[src/sv/ptu_ram.sv]
// ----------------------------------------------------------------------------
// ptu_ram
// Simple dual-port RAM, one write and one registered read port.
// ----------------------------------------------------------------------------
module ptu_ram #(
    parameter int WIDTH = 8,
    parameter int DEPTH = 64
) (
    input  logic                     i_clk,
    input  logic                     i_wr_en,
    input  logic [$clog2(DEPTH)-1:0] i_wr_addr,
    input  logic [WIDTH-1:0]         i_wr_data,
    input  logic [$clog2(DEPTH)-1:0] i_rd_addr,
    output logic [WIDTH-1:0]         o_rd_data
);

    logic [WIDTH-1:0] r_mem [DEPTH];
    logic [WIDTH-1:0] r_rd_data;

    always_ff @(posedge i_clk) begin
        if (i_wr_en) begin
            r_mem[i_wr_addr] <= i_wr_data;
        end
        r_rd_data <= r_mem[i_rd_addr];
    end

    assign o_rd_data = r_rd_data;

endmodule

[config.mk]
export PLATFORM = sky130hd
export DESIGN_NAME = ptu_ram
export DESIGN_NICKNAME = d
export VERILOG_FILES = /design/src/sv/ptu_ram.sv
export SDC_FILE = /design/constraint.sdc
export NUM_CORES = 1
export LEC_CHECK = 0
export CAP_MARGIN = 20
export CORE_MARGIN = 2
export CORE_UTILIZATION = 51
export CTS_CLUSTER_SIZE = 40
export DETAILED_ROUTE_END_ITERATION = 12
export DONT_BUFFER_PORTS = 1
export GPL_TIMING_DRIVEN = 0
export PLACE_DENSITY = 0.8
export SYNTH_ARGS = -nofsm -noshare
export SYNTH_HDL_FRONTEND = slang
export SYNTH_SLANG_ARGS = --single-unit
[constraint.sdc]
create_clock -name i_clk -period 2.05 [get_ports i_clk]
set_input_delay 0.41 -clock i_clk [delete_from_list [all_inputs] [get_ports i_clk]]
set_output_delay 0.41 -clock i_clk [all_outputs]
set_load 0.01 [all_outputs]
==> impl_metrics.csv, run 1 <==
group,metric,value,unit
detailed_routing,drt_iter0_markers,1463,
place,port-buffer-count,0,
global_route,grt_pass1_vias,10400,
pwr,internal_power,16.9,mW
global_route,grt_max_degree,65,
cells_and_area,multi_input_area,4480,um^2
detailed_routing,drc,0,
sta,tightest_slew,0.946,ns
die,start_util,51.9,%
clock_network,htreeDepth,2,
die,coreArea,38800,um^2
sta,layout_setup_ws,-0.211,ns
pwr,power_frac_clock,39.3,%
global_route,track_usage,23.6,%
pwr,p_leak,7.03,nW
place,placed_cells,1460,
yosys,synth_edf_count,512,
die,die_x,203,um
pwr,p_sw,4.53,mW
place,gp_congestion,0.922,
pwr,p_per_area,942,nW/um^2
sta,rsz0062_at_grt,"yes",
status,status,"complete, but fails checks",
cells_and_area,fillers,2641,
detailed_routing,ant_nets,0,
die,ios,30,
setup_path,r2r_start,"r_mem[29][6]",
pwr,p_comb_share,5.6,%
detailed_routing,vias,10200,
global_route,antenna_found_initial,1,
setup_path,cp_slowest_cell,"nor2_1",
yosys,ys_async_sr_fraction,0,%
setup_path,arrival,2.45,ns
clock_network,cts_num_sinks,520,
clock_network,clk_pin_slew_worst_paths,0.06,ns
sta,slew_viol_final,0,
setup_path,reg2reg_depth,5,
detailed_routing,wirelength,47.5,mm
cells_and_area,fin_util,58.6,%
yosys,netlist_instances,940,
global_route,grt_overflow,0,
setup_path,max_stage_delay,0.92,ns
sta,period_needed,2.26,ns
sta,clock_skew,0.0120,ns
cells_and_area,regArea,15500,um^2
status,violations,"setup timing",
yosys,ys_warn_count,0,
die,die_h,203,um
sta,fmax,442,MHz
sta,final.setup.tns,-8.58,ns
setup_path,end_kind,"flop",
yosys,seq_area_frac_synth,77.0,%
global_route,grt_pass1_wl,69.7,mm
min_path,hold_class,"primary input to flop",
die,num_rows,72,
sta,fin_crit_sh,110,%
setup_path,crit_fanout,10,
yosys,synth_cell_types,40,
cells_and_area,final_cell_count_no_fill,1559,
die,die-area,41200,um^2
detailed_routing,vias_per_cell,6.51,
cells_and_area,area_delta_synth_final,12.9,%
run,maxCapViolations,0,
cells_and_area,drive_above_1_share,28.0,%
sta,setup_viol,72,
clock_network,cts_tree,"built",
setup_path,startpoint_type,"primary input",
min_path,hold_depth,3,
detailed_routing,drt-pass1-iter-count,9,
sta,slew-limit-headroom,36.7,%
cells_and_area,nets,1025,
clock_network,max-clock-path-buffers,3,
min_path,min-delay-start,"i_rd_addr[5]",
min_path,whs_endpoint,"o_rd_data[7]",
clock_network,clock_latency,0.57,ns
yosys,mappedNetlistArea,20200,um^2
setup_path,critPathKind,"primary input to flop",
detailed_routing,wl_per_cell,30.5,um
yosys,synth-seq-cells,520,
clock_network,cts_buffers,49,
sta,timing_hold_violations_final,0,
setup_path,rr_endpoint,"o_rd_data[6]",
setup_path,path_cells,"clkbuf_1 > nor2b_1 > nand3_1 > nor2_1",
yosys,synth_flop_cell,"edfxtp_1",
setup_path,cp.required,2.24,ns
setup_path,r2r_setup_slack,0.02,ns
place,hpwl,29.2,mm
clock_network,cts_root_buf,"clkbuf_16",
pwr,p_sw_share,21.1,%
pwr,ir_drop,0.715,mV
yosys,synth_nets,962,
yosys,postSynthAreaPerCell,21.5,um^2
pwr,power.share.sequential,55.1,%
[Yosys cell counts (all sizes together), types with 4 or more instances]
library cell	count	area, um^2
edfxtp	512	15400
mux4	126	2840
nor2	83	312
buf	34	253
mux2i	23	230
nand2	19	71.3
clkbuf	17	63.8
nor2b	14	87.6
mux2	13	146
nand3	13	65.1
dfxtp	8	160
o221ai	8	70.1
o22ai	8	50.1
nand2b	7	43.8
nor3	7	35.0
a221oi	6	52.6
a211oi	4	30.0
o21ai	4	20.0
[layout make-up]
cell class                      count  area share (%)
Sequential cell                   520            68.3
Buffer                             50            1.65
Timing Repair Buffer               13            1.12
Clock buffer                       66            5.85
Antenna cell                        1          0.0110
Tap cell                          518            2.85
Multi-Input combinational cell    369            19.7
Clock inverter                     22           0.583
[registers in the layout, indices dropped and copies added (netlist names)]
signal and flops:
o_rd_data 8, r_mem 512
[power by group through the flow]
stage / clock (mW) / combinational [mW] / sequential [mW]
global route: 8.93 / 1.25 / 11.8
floorplan: 0 / 0.628 / 12.0
CTS: 8.48 / 1.16 / 11.8
detailed placement: 0 / 0.916 / 12.0
global placement: 0 / 0.906 / 12.0
finish: 8.43 / 1.21 / 11.8
[cell usage in the layout (no fill, tap or decap), types with 3 or more instances in the layout]
| cell type | netlist | routed |
|---|---|---|
| clkbuf_2 | 0 | 6 |
| mux4_2 | 126 | 126 |
| a221oi_1 | 6 | 3 |
| mux2_2 | 13 | 13 |
| clkbuf_1 | 17 | 26 |
| nor3_1 | 7 | 5 |
| buf_2 | 11 | 6 |
| buf_4 | 13 | 13 |
| a211oi_1 | 4 | 4 |
| buf_16 | 0 | 8 |
| nand2_1 | 19 | 19 |
| clkinv_2 | 0 | 9 |
| o22ai_1 | 8 | 8 |
| nand2b_1 | 7 | 7 |
| nand3b_1 | 3 | 3 |
| dfxtp_1 | 8 | 8 |
| nor2_1 | 83 | 60 |
| o21ai_1 | 2 | 3 |
| nor2b_1 | 14 | 14 |
| a221oi_2 | 0 | 3 |
| edfxtp_1 | 512 | 512 |
| a22oi_1 | 3 | 3 |
| o2111ai_1 | 3 | 3 |
| o221ai_1 | 8 | 8 |
| clkbuf_16 | 0 | 51 |
| nor2_2 | 0 | 23 |
| mux2i_1 | 23 | 23 |
| clkinv_1 | 0 | 9 |
| buf_6 | 4 | 13 |
| nand3_1 | 13 | 12 |
[per-stage QoR]
| step | area [um^2] | total power [mW] | setup slack [ns] | hold slack, ns |
|---|---|---|---|---|
| 4_1_cts | 22600 | 21.4 | -0.0893 | 0.138 |
| 3_5_place_dp | 20800 | 12.9 | -1.18 | 0.512 |
| 5_1_grt | 22800 | 22.0 | -0.212 | 0.140 |
| 3_3_place_gp | 20800 | 12.9 | -1.10 | 0.514 |
| 6_report | 22800 | 21.4 | -0.211 | 0.156 |
| 2_1_floorplan | 20200 | 12.6 | 0.0000189 | 0.509 |
[logic make-up after synthesis]
| family | count (synthesis) | synth area share (%) |
|---|---|---|
| AND/OR/NAND/NOR | 153 | 3.39 |
| buffers and inverters | 51 | 1.57 |
| flip-flops | 520 | 77.0 |
| multiplexers | 162 | 15.9 |
| AO/OA/AOI/OAI | 54 | 2.07 |
[per-layer routing]
metal / global-route usage [%] / up-vias / wire length, um
met2: 36.4 / 777 / 22400
li1: - / 4058 / -
met3: 6.66 / 153 / 5820
met5: 0 / - / 0
met4: 10.3 / 0 / 2090
met1: 31.9 / 5165 / 17200
[critical path: cells and delay by family]
kind	cells	cell delay [ns]
simple gates	3	1.72
buf+inv	1	0.31
[worst max path at each step]
stage                 startpoint      endpoint  cells after the start
floorplan           i_rd_addr[0]  o_rd_data[3]                      6
global placement    i_rd_addr[1]  o_rd_data[3]                      7
detailed placement  i_rd_addr[1]  o_rd_data[3]                      7
CTS                 i_wr_addr[1]  r_mem[43][0]                      4
global route        i_wr_addr[1]  r_mem[11][0]                      4
finish              i_wr_addr[1]  r_mem[11][0]                      4
[repair_timing]
action                     in CTS  in global routing
setup endpoints to repair      62                192
hold endpoints to repair      514                  0
hold buffers                    9                  0
pin swaps                       1                  1
setup buffers                   1                  1
resized for setup              32                 43
Note: power is estimated with default switching activity, not from simulation.
==> run 2, diff against run 1 <==
--- a/config.mk
+++ b/config.mk
@@ -6,7 +6,7 @@
 export NUM_CORES = 1
 export LEC_CHECK = 0
 export CAP_MARGIN = 20
-export CORE_MARGIN = 2
+export CORE_MARGIN = 1.5
 export CORE_UTILIZATION = 51
 export CTS_CLUSTER_SIZE = 40
 export DETAILED_ROUTE_END_ITERATION = 12
==> run 2 against run 1 <==
Compared with the run above: the run still ends with setup timing left; sequential cell count did not move; power is 1.8% higher; sequential power hardly changed; critical path depth unchanged; maximum frequency down 1.3%; first-iteration DRC count increased by 0.62%; wire length about the same; non-clock buffer count stayed put; clock skew is 0.015 ns higher; final cell count up 0.32%; hold slack gained 0.036 ns; critical path type unchanged.
==> impl_metrics.csv, run 2 (synthesis gave the netlist of run 1 again) <==
group,metric,value,unit
place,port-buffer-count,0,
global_route,grt_pass1_vias,10300,
pwr,p_comb_share,5.5,%
detailed_routing,top_layer_used,"met4",
status,violations,"setup timing",
setup_path,crit_fanout,10,
setup_path,end_kind,"flop",
sta,fin_crit_sh,112,%
setup_path,critPathLaunch,"i_wr_addr[2]",
cells_and_area,antenna_cells,0,
cells_and_area,largest-register,"r_mem",
clock_network,cts_root_buf,"clkbuf_16",
setup_path,arrival,2.49,ns
detailed_routing,drt_iter0_markers,1472,
clock_network,clk_pin_slew_worst_paths,0.06,ns
setup_path,critPathKind,"primary input to flop",
global_route,track_usage,23.6,%
sta,slew_viol_final,0,
sta,layout_setup_ws,-0.240,ns
cells_and_area,nets,1026,
clock_network,clock_latency,0.59,ns
die,num_rows,72,
detailed_routing,wirelength_met1,17.3,mm
sta,timing_hold_violations_final,0,
setup_path,cp.required,2.25,ns
detailed_routing,wirelength,47.5,mm
pwr,power.share.sequential,54.1,%
clock_network,cts_tree,"built",
global_route,grt_overflow,0,
die,start_util,51.9,%
sta,rsz0062_at_grt,"yes",
cells_and_area,area_delta_synth_final,13.5,%
die,die_x,202,um
run,maxCapViolations,0,
clock_network,htreeDepth,2,
setup_path,r2r_start,"r_mem[24][6]",
pwr,p_sw_share,21.3,%
place,pre_cts_ws,-1.16,ns
sta,setup_viol,164,
pwr,ir_drop,0.639,mV
cells_and_area,fillers,2604,
die,coreArea,38800,um^2
global_route,grt_max_degree,65,
detailed_routing,drc,0,
global_route,grt_pass1_wl,69.1,mm
clock_network,cts_num_sinks,520,
detailed_routing,vias,10200,
status,status,"complete, but fails checks",
place,gp_congestion,0.926,
setup_path,startpoint_type,"primary input",
sta,slew-limit-headroom,36.0,%
clock_network,max-clock-path-buffers,3,
cells_and_area,layout_common_cells,"512 x edfxtp_1, 126 x mux4_2, 51 x clkbuf_16, 42 x nor2_2, 41 x nor2_1",
pwr,p_leak,7.05,nW
cells_and_area,largest_reg_flops,512,
detailed_routing,wl_per_cell,30.4,um
sta,tightest_slew,0.959,ns
cells_and_area,drive_above_1_share,29.7,%
min_path,min-delay-start,"i_wr_data[5]",
pwr,internal_power,17.2,mW
detailed_routing,ant_nets,0,
global_route,antenna_found_initial,0,
detailed_routing,met2_length,23.0,mm
min_path,hold_class,"primary input to flop",
clock_network,cts_buffers,50,
die,die-area,40700,um^2
pwr,p_per_area,953,nW/um^2
detailed_routing,drt-pass1-iter-count,7,
detailed_routing,vias_per_cell,6.49,
cells_and_area,layout_commonest_cell,"edfxtp_1",
detailed_routing,wl_met3,5.48,mm
sta,fmax,437,MHz
sta,period_needed,2.29,ns
place,hpwl,28.8,mm
pwr,power_frac_clock,40.4,%
pwr,p_sw,4.64,mW
sta,clock_skew,0.0275,ns
cells_and_area,fin_util,59.0,%
die,die_h,202,um
sta,hold_slack,0.193,ns
pwr,p_total,21.8,mW
die,ios,30,
-- run 2: cell count changes in the layout (fill, tap and decap cells not counted), moves of 3 or more --
| cell | delta |
|---|---|
| buf_4 | +3 |
| clkinv_1 | +8 |
| nor2_2 | +19 |
| clkinv_2 | -6 |
| buf_6 | -4 |
| nor2_1 | -19 |
-- run 2: final cells by class --
| class | count | area, um^2 | area share (%) |
|---|---|---|---|
| timing repair buffer | 12 | 248 | 1.08 |
| multi-input combinational | 369 | 4540 | 19.8 |
| tap | 518 | 648 | 2.83 |
| clock buffer | 66 | 1330 | 5.82 |
| buffer | 51 | 367 | 1.60 |
| sequential | 520 | 15500 | 67.9 |
| clock inverter | 28 | 225 | 0.984 |
-- run 2: stage by stage --
step | setup TNS (ns) | area, um^2 | cells
after floorplan | 0 | 20200 | 940
after global placement | -196.65 | 20800 | 1458
after detailed placement | -243.69 | 20800 | 1460
after CTS | -5.65 | 22700 | 1563
after global routing | -14.97 | 22900 | 1564
final | -12.13 | 22900 | 1564
-- run 2: per-layer routing --
metal  up-vias  track usage [%]
met1      5235             31.6
met2       705             38.0
met5         -                0
met3       143             6.16
met4         0             8.29
li1       4067                -
-- run 2: power groups by stage --
stage | combinational (mW) | clock, mW | sequential, mW
after floorplan | 0.628 | 0 | 12.0
after CTS | 1.16 | 8.84 | 11.8
after global placement | 0.905 | 0 | 12.0
after detailed placement | 0.921 | 0 | 12.0
after global routing | 1.26 | 9.28 | 11.8
final | 1.21 | 8.82 | 11.8
-- run 2: worst paths after layout --
check             cells after the start            to  slack (ns)
setup / recovery                      4   r_mem[9][2]       -0.24
hold / removal                        1  r_mem[32][5]        0.19
setup reg to reg                      5  o_rd_data[6]        0.02
hold reg to reg                       3  o_rd_data[6]        0.93
-- run 2: worst max-delay path, stage by stage --
cell,delay [ns]
clkbuf_1,0.23
nor2_1,0.30
nand3_1,0.66
nor2_1,0.88
-- run 2: repair_timing --
item                                    CTS  global route
pin swaps                                 0             1
endpoints found under the setup margin  120           291
endpoints found under the hold margin   514             0
hold buffers                              9             0
setup buffers                             0             1
gates resized for setup                  37            52
==> run 3, diff against run 2 <==
--- a/config.mk
+++ b/config.mk
@@ -6,13 +6,13 @@
 export NUM_CORES = 1
 export LEC_CHECK = 0
 export CAP_MARGIN = 20
-export CORE_MARGIN = 1.5
+export CORE_MARGIN = 2
 export CORE_UTILIZATION = 51
 export CTS_CLUSTER_SIZE = 40
 export DETAILED_ROUTE_END_ITERATION = 12
 export DONT_BUFFER_PORTS = 1
 export GPL_TIMING_DRIVEN = 0
-export PLACE_DENSITY = 0.8
+export PLACE_DENSITY = 0.67
 export SYNTH_ARGS = -nofsm -noshare
 export SYNTH_HDL_FRONTEND = slang
 export SYNTH_SLANG_ARGS = --single-unit
==> run 3 against run 2 <==
Compared with the run above: the flow still finishes with violations (setup timing); maximum frequency increased by 4.8%; clock skew decreased by 0.013 ns; first-iteration DRC count decreased by 3.7%; global-route usage increased by 0.060 points; register-to-register slack about the same; final cell count decreased by 0.45%; largest power group unchanged; highest routed layer is now met5.
==> impl_metrics.csv, run 3 (synthesis gave the netlist of run 1 again) <==
group,metric,value,unit
die,die_x,203,um
cells_and_area,area_delta_synth_final,13.0,%
sta,hold_slack,0.149,ns
clock_network,clk_pin_slew_worst_paths,0.06,ns
sta,slew-limit-headroom,35.0,%
status,violations,"setup timing",
global_route,grt_pass1_vias,9945,
sta,clock_skew,0.0144,ns
pwr,ir_drop,0.602,mV
cells_and_area,fin_util,58.7,%
pwr,p_leak,7.05,nW
cells_and_area,final_cell_count_no_fill,1557,
pwr,internal_power,17.0,mW
detailed_routing,vias_per_cell,6.33,
run,maxCapViolations,0,
pwr,power_frac_clock,39.8,%
setup_path,critPathKind,"primary input to flop",
sta,period_needed,2.19,ns
place,port-buffer-count,0,
global_route,grt_max_degree,65,
clock_network,post_cts_buffers,0,
die,start_util,51.9,%
global_route,track_usage,23.7,%
die,die_h,203,um
pwr,p_sw_share,21.1,%
cells_and_area,nets,1025,
detailed_routing,vias,9853,
sta,tightest_slew,0.971,ns
cells_and_area,layout_commonest_cell,"edfxtp_1",
clock_network,clock_latency,0.57,ns
place,pre_cts_ws,-1.24,ns
cells_and_area,stdcell_area,22800,um^2
die,coreArea,38800,um^2
sta,rsz0062_at_grt,"yes",
detailed_routing,ant_nets,0,
pwr,p_comb_share,5.6,%
detailed_routing,drt-pass1-iter-count,5,
pwr,p_per_area,948,nW/um^2
setup_path,cp.required,2.24,ns
setup_path,end_kind,"flop",
clock_network,cts_tree,"built",
sta,fin_crit_sh,107,%
global_route,use_met1,33.6,%
die,ios,30,
clock_network,cts_root_buf,"clkbuf_16",
pwr,p_sw,4.56,mW
cells_and_area,largest-register,"r_mem",
clock_network,max-clock-path-buffers,3,
detailed_routing,wl_per_cell,30.5,um
global_route,grtUsageMet2,35.1,%
global_route,busiest_layer,"met2",
cells_and_area,regArea,15500,um^2
detailed_routing,drt_iter0_markers,1418,
cells_and_area,multi_input_area,4480,um^2
place,gp_congestion,0.931,
sta,final.setup.tns,-6.10,ns
setup_path,startpoint_type,"primary input",
detailed_routing,drc,0,
cells_and_area,largest_reg_flops,512,
sta,layout_setup_ws,-0.136,ns
die,num_rows,72,
die,die-area,41200,um^2
place,placed_cells,1460,
sta,slew_viol_final,0,
global_route,antenna_found_initial,4,
place,place_area,20800,um^2
cells_and_area,fillers,2745,
status,status,"complete, but fails checks",
place,hpwl,29.6,mm
global_route,grt_pass1_wl,68.3,mm
pwr,power.share.sequential,54.6,%
detailed_routing,wirelength,47.5,mm
clock_network,cts_buffers,51,
pwr,p_total,21.6,mW
sta,fmax,458,MHz
cells_and_area,drive_above_1_share,27.9,%
global_route,use_met3,7.51,%
global_route,grt_overflow,0,
sta,timing_hold_violations_final,0,
cells_and_area,layout_common_cells,"512 x edfxtp_1, 126 x mux4_2, 63 x nor2_1, 53 x clkbuf_16, 22 x mux2i_1",
setup_path,crit_fanout,10,
clock_network,htreeDepth,2,
clock_network,cts_num_sinks,520,
sta,setup_viol,115,
min_path,hold_class,"primary input to flop",
setup_path,arrival,2.38,ns
run 3: final cells by class:
| class | count | area share [%] |
|---|---|---|
| repair buffers | 11 | 1.06 |
| well taps | 518 | 2.84 |
| flip-flops and latches | 520 | 68.2 |
| multi-input cells | 369 | 19.7 |
| clock buffers | 64 | 6.00 |
| plain buffers | 50 | 1.67 |
| clock inverters | 24 | 0.598 |
| diodes | 1 | 0.0110 |
run 3: power groups by stage:
stage	sequential, mW	combinational, mW	clock, mW
finish	11.8	1.21	8.59
global route	11.8	1.27	9.06
CTS	11.8	1.18	8.68
detailed placement	12.0	0.943	0
global placement	12.0	0.939	0
floorplan	12.0	0.628	0
run 3: layer usage:
metal | vias to the layer above | wire length [um] | part of all wire, %
li1 | 4057 | - | -
met5 | - | 25 | 0.053
met4 | 4 | 1510 | 3.2
met2 | 516 | 21500 | 45
met1 | 5179 | 19400 | 41
met3 | 97 | 5080 | 11
run 3: critical path: stages:
cell,delay [ns]
clkbuf_1,0.29
nor2b_1,0.21
nand3_1,0.51
nor2_1,0.93
run 3: worst paths after layout:
check	end	depth (start not counted)	start	slack (ns)
min	o_rd_data[7]	3	i_rd_addr[5]	0.15
min reg2reg	o_rd_data[0]	4	r_mem[35][0]	0.96
max reg2reg	o_rd_data[3]	4	r_mem[3][3]	0.02
max	r_mem[43][6]	4	i_wr_addr[1]	-0.14
run 3: timing repair:
item,CTS,global route
pin swaps,0,0
hold buffers,9,0
setup endpoints to repair,34,234
resized for setup,34,39
endpoints found under the hold margin,514,0
